[config.mk]
export PLATFORM = sky130hd
export DESIGN_NAME = zero_crossing_phase_estimator_unit
export DESIGN_NICKNAME = d
export VERILOG_FILES = /design/src/zcpe_pkg.sv /design/src/zero_crossing_phase_estimator_unit.sv
export SDC_FILE = /design/constraint.sdc
export NUM_CORES = 2
export LEC_CHECK = 0
export BUFFER_PORTS_ARGS = -buffer_cell sky130_fd_sc_hd__buf_2
export CORE_MARGIN = 4
export CORE_UTILIZATION = 50
export CTS_CLUSTER_SIZE = 16
export DETAILED_ROUTE_END_ITERATION = 8
export GPL_ROUTABILITY_DRIVEN = 0
export HOLD_SLACK_MARGIN = 0.1
export MAX_ROUTING_LAYER = met4
export PLACE_DENSITY = 0.66
export SKIP_CTS_REPAIR_TIMING = 1
export SYNTH_ARGS = -nofsm -noshare
export SYNTH_HDL_FRONTEND = slang
export SYNTH_SLANG_ARGS = --single-unit
[constraint.sdc]
create_clock -name i_clk -period 17.6 [get_ports i_clk]
set_clock_uncertainty 0.2 [all_clocks]
set_input_delay 1.76 -clock i_clk [delete_from_list [all_inputs] [get_ports i_clk]]
set_output_delay 1.76 -clock i_clk [all_outputs]
set_load 0.05 [all_outputs]
[src/zcpe_pkg.sv]
// ----------------------------------------------------------------------------
// Zero-crossing phase estimator package
// Request types, sequencer states and fixed constants shared by the block.
// ----------------------------------------------------------------------------
package zcpe_pkg;

    // One input request: a time-stamped, mean-removed sample.
    typedef struct packed {
        logic signed [31:0] sample_time;
        logic signed [15:0] sample_value;
        logic               last_sample;
    } t_zcpe_in;

    // One result request: mean phase, crossing count and status.
    typedef struct packed {
        logic signed [31:0] mean_phase;
        logic [4:0]         crossing_count;
        logic               status;
    } t_zcpe_out;

    typedef enum logic [2:0] {
        ST_IDLE,
        ST_MUL,
        ST_LOAD,
        ST_DIV,
        ST_FIX,
        ST_SUM,
        ST_END,
        ST_SAT
    } t_zcpe_state;

    localparam logic STATUS_OK      = 1'b0;
    localparam logic STATUS_LEN_ERR = 1'b1;

    localparam logic [5:0] SEEN_MAX  = 6'd63;
    localparam logic [4:0] ZC_MAX    = 5'd31;
    localparam int         DIV_STEPS = 48;

endpackage

[src/zero_crossing_phase_estimator_unit.sv]
// ----------------------------------------------------------------------------
// Zero-crossing phase estimator
// Interpolates rising zero crossings in a sample block and averages the
// period-adjusted crossing times, using one shared bit-serial divider.
// ----------------------------------------------------------------------------
// Sequence: a sample with no rising crossing is taken in the idle state; a
// crossing adds the multiply, load, divide, fix and accumulate states. The last
// sample adds the end state, plus a mean division (load, divide, saturate) when
// the block is valid and holds crossings, plus any wait for the output register.
// Throughput: one request at a time; a new sample waits while the divider works.
// Reset: synchronous, active low; clears the period register and block state.
module zero_crossing_phase_estimator_unit #(
    parameter int BLOCK_SAMPLES = 32
) (
    input  logic                 i_clk,
    input  logic                 i_rst_n,
    input  logic                 i_cfg_we,
    input  logic [30:0]          i_cfg_wdata,
    input  logic                 i_in_valid,
    output logic                 o_in_stall,
    input  zcpe_pkg::t_zcpe_in   i_in_data,
    output logic                 o_out_valid,
    input  logic                 i_out_stall,
    output zcpe_pkg::t_zcpe_out  o_out_data
);
    import zcpe_pkg::*;

    // Sequencer state.
    t_zcpe_state r_state, n_state;

    // Configuration: spacing between successive crossings, unsigned Q15.16 ns.
    logic [30:0] r_period;

    // Block state carried between samples.
    logic signed [31:0] r_prev_time;
    logic signed [15:0] r_prev_value;
    logic               r_have_prev;
    logic [39:0]        r_phase_sum;
    logic [39:0]        r_period_offset;
    logic [4:0]         r_zc_count;
    logic [5:0]         r_seen;
    logic               r_last;

    // Operands of the crossing under work, captured when the sample arrives.
    logic signed [31:0] r_x1;
    logic signed [32:0] r_dx;
    logic [15:0]        r_ny1;
    logic [15:0]        r_den;
    logic signed [48:0] r_prod;
    logic [39:0]        r_zc_time;

    // Shared restoring divider: r_quo shifts the dividend out and the
    // quotient in; r_rem always stays below the divisor.
    logic [47:0] r_quo;
    logic [15:0] r_rem;
    logic [15:0] r_dvs;
    logic [5:0]  r_cnt;
    logic        r_neg;
    logic        r_op_mean;

    // Output register.
    logic       r_out_valid;
    t_zcpe_out  r_out_data;

    // Handshake and sequencer controls.
    logic in_accept;
    logic out_free;
    logic out_load;
    logic is_crossing;
    logic len_ok;
    logic div_done;

    // Datapath helpers.
    logic [16:0]        div_trial;
    logic               div_ge;
    logic [16:0]        div_diff;
    logic signed [49:0] mul_full;
    logic [47:0]        prod_mag;
    logic [39:0]        sum_mag;
    logic [39:0]        quo_signed;
    logic [31:0]        sat_val;

    assign in_accept = i_in_valid && !o_in_stall;
    assign out_free  = !r_out_valid || !i_out_stall;
    assign len_ok    = (r_seen == 6'(BLOCK_SAMPLES));
    assign div_done  = (r_cnt == 6'd0);

    // The block result is loaded into the output register in this cycle.
    assign out_load = out_free && ((r_state == ST_SAT) ||
                      ((r_state == ST_END) && !(len_ok && (r_zc_count != 5'd0))));

    // A rising crossing needs a stored negative sample followed by a
    // positive one, and the crossing counter must still have room.
    assign is_crossing = r_have_prev && (r_prev_value < 16'sd0) &&
                         (i_in_data.sample_value > 16'sd0) && (r_zc_count < ZC_MAX);

    // One divider step: bring down the next dividend bit and try a subtract.
    assign div_trial = {r_rem, r_quo[47]};
    assign div_ge    = (div_trial >= {1'b0, r_dvs});
    assign div_diff  = div_trial - {1'b0, r_dvs};

    // The numerator magnitude stays below 2^47, so 48 dividend bits suffice.
    assign mul_full = $signed({1'b0, r_ny1}) * r_dx;
    assign prod_mag = r_prod[48] ? 48'(-r_prod) : r_prod[47:0];
    assign sum_mag  = r_phase_sum[39] ? (40'd0 - r_phase_sum) : r_phase_sum;

    // Quotient truncates toward zero: the magnitude is divided, then negated.
    assign quo_signed = r_neg ? (40'd0 - r_quo[39:0]) : r_quo[39:0];

    // The mean magnitude is at most 2^39; clamp it into 32 signed bits.
    always_comb begin
        if (r_neg) begin
            if (r_quo > 48'h0000_8000_0000) begin
                sat_val = 32'h8000_0000;
            end else begin
                sat_val = 32'd0 - r_quo[31:0];
            end
        end else begin
            if (r_quo > 48'h0000_7FFF_FFFF) begin
                sat_val = 32'h7FFF_FFFF;
            end else begin
                sat_val = r_quo[31:0];
            end
        end
    end

    // Next-state logic.
    always_comb begin
        n_state = r_state;
        unique case (r_state)
            ST_IDLE: begin
                if (in_accept) begin
                    if (is_crossing) begin
                        n_state = ST_MUL;
                    end else if (i_in_data.last_sample) begin
                        n_state = ST_END;
                    end
                end
            end
            ST_MUL:  n_state = ST_LOAD;
            ST_LOAD: n_state = ST_DIV;
            ST_DIV: begin
                if (div_done) begin
                    n_state = r_op_mean ? ST_SAT : ST_FIX;
                end
            end
            ST_FIX:  n_state = ST_SUM;
            ST_SUM:  n_state = r_last ? ST_END : ST_IDLE;
            ST_END: begin
                if (len_ok && (r_zc_count != 5'd0)) begin
                    n_state = ST_LOAD;
                end else if (out_free) begin
                    n_state = ST_IDLE;
                end
            end
            ST_SAT: begin
                if (out_free) begin
                    n_state = ST_IDLE;
                end
            end
            default: n_state = ST_IDLE;
        endcase
    end

    // Handshake outputs: new samples are taken only while the sequencer idles.
    always_comb begin
        o_in_stall  = (r_state != ST_IDLE);
        o_out_valid = r_out_valid;
        o_out_data  = r_out_data;
    end

    always_ff @(posedge i_clk) begin
        if (!i_rst_n) begin
            r_state <= ST_IDLE;
        end else begin
            r_state <= n_state;
        end
    end

    always_ff @(posedge i_clk) begin
        if (!i_rst_n) begin
            r_period <= 31'd0;
        end else if (i_cfg_we) begin
            r_period <= i_cfg_wdata;
        end
    end

    // Block state, output register and control of the shared divider.
    always_ff @(posedge i_clk) begin
        if (!i_rst_n) begin
            r_prev_time     <= '0;
            r_prev_value    <= '0;
            r_have_prev     <= 1'b0;
            r_phase_sum     <= '0;
            r_period_offset <= '0;
            r_zc_count      <= '0;
            r_seen          <= '0;
            r_last          <= 1'b0;
            r_op_mean       <= 1'b0;
            r_cnt           <= '0;
            r_out_valid     <= 1'b0;
        end else begin
            if (out_load) begin
                r_out_valid <= 1'b1;
            end else if (!i_out_stall) begin
                r_out_valid <= 1'b0;
            end
            unique case (r_state)
                ST_IDLE: begin
                    if (in_accept) begin
                        if (r_seen < SEEN_MAX) begin
                            r_seen <= r_seen + 6'd1;
                        end
                        r_prev_time  <= i_in_data.sample_time;
                        r_prev_value <= i_in_data.sample_value;
                        r_have_prev  <= 1'b1;
                        r_last       <= i_in_data.last_sample;
                        r_op_mean    <= 1'b0;
                    end
                end
                ST_LOAD: begin
                    r_cnt <= 6'(DIV_STEPS - 1);
                end
                ST_DIV: begin
                    if (!div_done) begin
                        r_cnt <= r_cnt - 6'd1;
                    end
                end
                ST_SUM: begin
                    // Subtract the crossing number times the period, then
                    // advance that offset for the next crossing.
                    r_phase_sum     <= r_phase_sum + r_zc_time - r_period_offset;
                    r_period_offset <= r_period_offset + 40'(r_period);
                    r_zc_count      <= r_zc_count + 5'd1;
                end
                ST_END: begin
                    if (len_ok && (r_zc_count != 5'd0)) begin
                        r_op_mean <= 1'b1;
                    end else if (out_free) begin
                        r_out_data.mean_phase      <= 32'sd0;
                        r_out_data.crossing_count  <= len_ok ? r_zc_count : 5'd0;
                        r_out_data.status          <= len_ok ? STATUS_OK : STATUS_LEN_ERR;
                        r_prev_time                <= '0;
                        r_prev_value               <= '0;
                        r_have_prev                <= 1'b0;
                        r_phase_sum                <= '0;
                        r_period_offset            <= '0;
                        r_zc_count                 <= '0;
                        r_seen                     <= '0;
                    end
                end
                ST_SAT: begin
                    if (out_free) begin
                        r_out_data.mean_phase      <= sat_val;
                        r_out_data.crossing_count  <= r_zc_count;
                        r_out_data.status          <= STATUS_OK;
                        r_prev_time                <= '0;
                        r_prev_value               <= '0;
                        r_have_prev                <= 1'b0;
                        r_phase_sum                <= '0;
                        r_period_offset            <= '0;
                        r_zc_count                 <= '0;
                        r_seen                     <= '0;
                    end
                end
                default: begin
                end
            endcase
        end
    end

    // Payload registers of the crossing datapath and the divider.
    always_ff @(posedge i_clk) begin
        unique case (r_state)
            ST_IDLE: begin
                // The interpolation operands come from the stored sample and
                // the new one; they only matter when a crossing follows.
                r_x1  <= r_prev_time;
                r_dx  <= 33'(i_in_data.sample_time) - 33'(r_prev_time);
                r_ny1 <= 16'(17'sd0 - 17'(r_prev_value));
                r_den <= 16'(17'(i_in_data.sample_value) - 17'(r_prev_value));
            end
            ST_MUL: begin
                r_prod <= 49'(mul_full);
            end
            ST_LOAD: begin
                r_rem <= '0;
                if (r_op_mean) begin
                    r_quo <= {8'd0, sum_mag};
                    r_dvs <= {11'd0, r_zc_count};
                    r_neg <= r_phase_sum[39];
                end else begin
                    r_quo <= prod_mag;
                    r_dvs <= r_den;
                    r_neg <= r_prod[48];
                end
            end
            ST_DIV: begin
                r_rem <= div_ge ? div_diff[15:0] : div_trial[15:0];
                r_quo <= {r_quo[46:0], div_ge};
            end
            ST_FIX: begin
                r_zc_time <= 40'(r_x1) + quo_signed;
            end
            default: begin
            end
        endcase
    end

endmodule

==> results.toml <==
[status]
status = "finished clean"

[synthesis]
ys_seq_area_frac = 0.2607
ys_types = 95
synth_edf_count = 305
synth_top_family_by_area = "adder cells"
async_reset_ff_frac = 0
yosysMostFrequentCell = "inv_1"
synthCells = 5441
yosys.area.top_type = "fa_1"
yosysWarnings = 0
synth_compound_area_frac = 0.1269
netlist_top_cells_area = "fa_1 (22%), edfxtp_1 (19%), ha_1 (7.6%), dfxtp_1 (7.4%), inv_1 (6.8%)"
ys_seq_elements = 488
syn_area_per_cell_um2 = 9.041
netlist_area_um2 = 49190
synthMuxAreaShare = 0.01142
synthAdderAreaFrac = 0.2966
synth_ff_type = "edfxtp_1"
synth_simple_gate_area_frac = 0.1605
synth_top_cell_area_share = 0.2206
syn_nets = 6367
yosys-top-cells-count = "inv_1 (896), nand2_1 (600), fa_1 (542)"
synth_xor_area_frac = 0.05786

[sta]
setup_viol = 0
hold_viol_final = 0
slew_viol_final = 0
tightest_slew_ns = 1.142
tns_ns = 0
setup_slack_ns = 10.11
min_period_over_period = 0.4254
slew_headroom = 0.2384
max_freq_ghz = 0.1336
rsz0062_at_grt = "no"
period_minus_slack_ns = 7.487

[floorplan]
initial_utilization = 0.5064
fp.dieH_um = 321.7
core_um2 = 97140
die_area_um2 = 103500
pin_count = 125
dieWidth_um = 321.7
rows = 114

[placed_design]
port_buffers = 124
dp_hpwl_um = 96090
dp_slack_ns = 10.09

[drt]
drc = 0
drt_iter0_drc = 2747
wire_per_inst_um = 18.85
vias_per_cell = 5.500
first_pass_iters = 5
num_vias = 37230
routed_wl_um = 127600
ant_nets = 0

[cts]
clock_latency_ns = 0.64
cts_buffers = 56
cts_root_buf = "clkbuf_16"
htree_levels = 2
clk_path_buf_depth = 3
clock-sinks = 488
cts_tree = "built"
path_clk_slew_ns = 0.07

[final_layout]
syn2layout_area_growth_pct = 7.172
final_nets = 6372
fillers = 8813
n_antenna_cell = 0
drive_above_1_share = 0.05935

[grt]
grt_max_degree = 85
grt_pass1_vias = 37980
grt_first_pass_wirelength_um = 205600
antenna_found_initial = 1
gr-total-overflow = 0
grt_usage = 0.2573

[setup_path]
worst_path_max_delay_cell = "edfxtp_1"
crit_path_frequent_cell = "fa_1"
max_stage_delay_ns = 0.66
path_cells = "and2_1, fa_1, inv_1, fa_1, fa_1, fa_1, inv_1, fa_1, inv_1, fa_1, inv_1, ha_1, a21o_1, a41oi_1, o21ai_0, a211oi_1, o211ai_1, nand2_1, o31ai_1, a21boi_0, xnor2_1"
critPathArrivalTime_ns = 7.67
crit_type = "register to register"
worstRegToRegCells = 21
worst_setup_path_end_kind = "register"
cp.required_ns = 17.78
cp-start-kind = "register"
cp_max_fo = 16
r2r_setup_slack_ns = 10.11

[worst_hold_path]
hp-class = "register to register"
hold_depth = 2

[flow_run]
cap_violations = 0
## kinds of logic after synthesis
family	after synthesis
xor+xnor	325
mux	55
flops	488
compound gates	993
fa+ha+maj	841
simple gates	1625
buf+inv	1114
## routing by layer
layer  vias up  track usage  share of wire
met5         -            -              0
met4         0      0.07426          0.031
met3       200      0.05529          0.080
met2      1154       0.3961           0.44
met1     18030       0.3452           0.45
li1      17850            -              -
## final cells by class
type                            count  area (um2)  share of cell area
Clock buffer                       75        1564             0.02967
Clock inverter                     30       264.0            0.005007
Inverter                          898        3373             0.06398
Multi-Input combinational cell   3839       32190              0.6105
Sequential cell                   488       12820              0.2432
Tap cell                         1276        1597             0.03028
Timing Repair Buffer              163       913.4             0.01732
## metrics by stage
step / util / instances / hold WS, ns / instance area (um2)
2_1_floorplan: - / 5441 / 0.2250 / 49190
3_3_place_gp: 0.5239 / 6664 / 0.2348 / 50890
3_5_place_dp: 0.5239 / 6664 / 0.2437 / 50890
4_1_cts: 0.5428 / 6769 / 0.2575 / 52720
5_1_grt: 0.5428 / 6769 / 0.2771 / 52720
6_report: 0.5428 / 6769 / 0.2511 / 52720
## critical path, delay by kind of cell, from the launching register on
family                   cells  cell delay, ns
buffers and inverters        4            0.22
AND/OR/NAND/NOR              2            0.49
flip-flops                   1            0.66
XOR/XNOR                     1            0.17
adder cells (fa/ha/maj)      7            3.39
AO/OA/AOI/OAI                7            2.08
## flip-flops by register name (all words and copies together) (netlist names), 31 cells and up
signal and cells:
r_prod 49, r_quo 48, r_period_offset 40, r_phase_sum 40, r_zc_time 40, o_out_data 38
r_dx 33, r_prev_time 32, r_x1 32, r_period 31
## worst paths after layout
| path | start | endpoint |
|---|---|---|
| worst max-delay path | r_dx[5] | r_prod[41] |
| worst min-delay path | r_phase_sum[24] | r_phase_sum[24] |
| worst max register to register | r_dx[5] | r_prod[41] |
| worst min register to register | r_phase_sum[24] | r_phase_sum[24] |
## cells in the final DEF (no fill, tap or decap), types with 10 or more instances in the layout
master	n
and2_1	268
xnor2_1	235
or4_1	13
xor2_1	90
ha_1	299
nand2b_1	36
a211oi_1	43
nor2_1	293
buf_4	39
buf_2	124
o41ai_1	15
a21oi_1	299
o21a_1	22
a21boi_0	10
edfxtp_1	305
o21bai_1	35
dfxtp_1	182
nand3_1	108
inv_1	895
or2_2	10
clkbuf_16	57
nand4_1	27
nor4_1	30
mux2i_1	46
clkbuf_1	11
fa_1	542
nand2_1	598
o31ai_1	37
nor2b_1	45
and3_1	31
o21ai_0	244
a31oi_1	25
a21o_1	112
o211ai_1	23
or3_1	32
a22oi_1	24
nor3_1	68
Power is not shown: default switching activity piles up to over one toggle a cycle in this logic, so the estimate is an artifact.
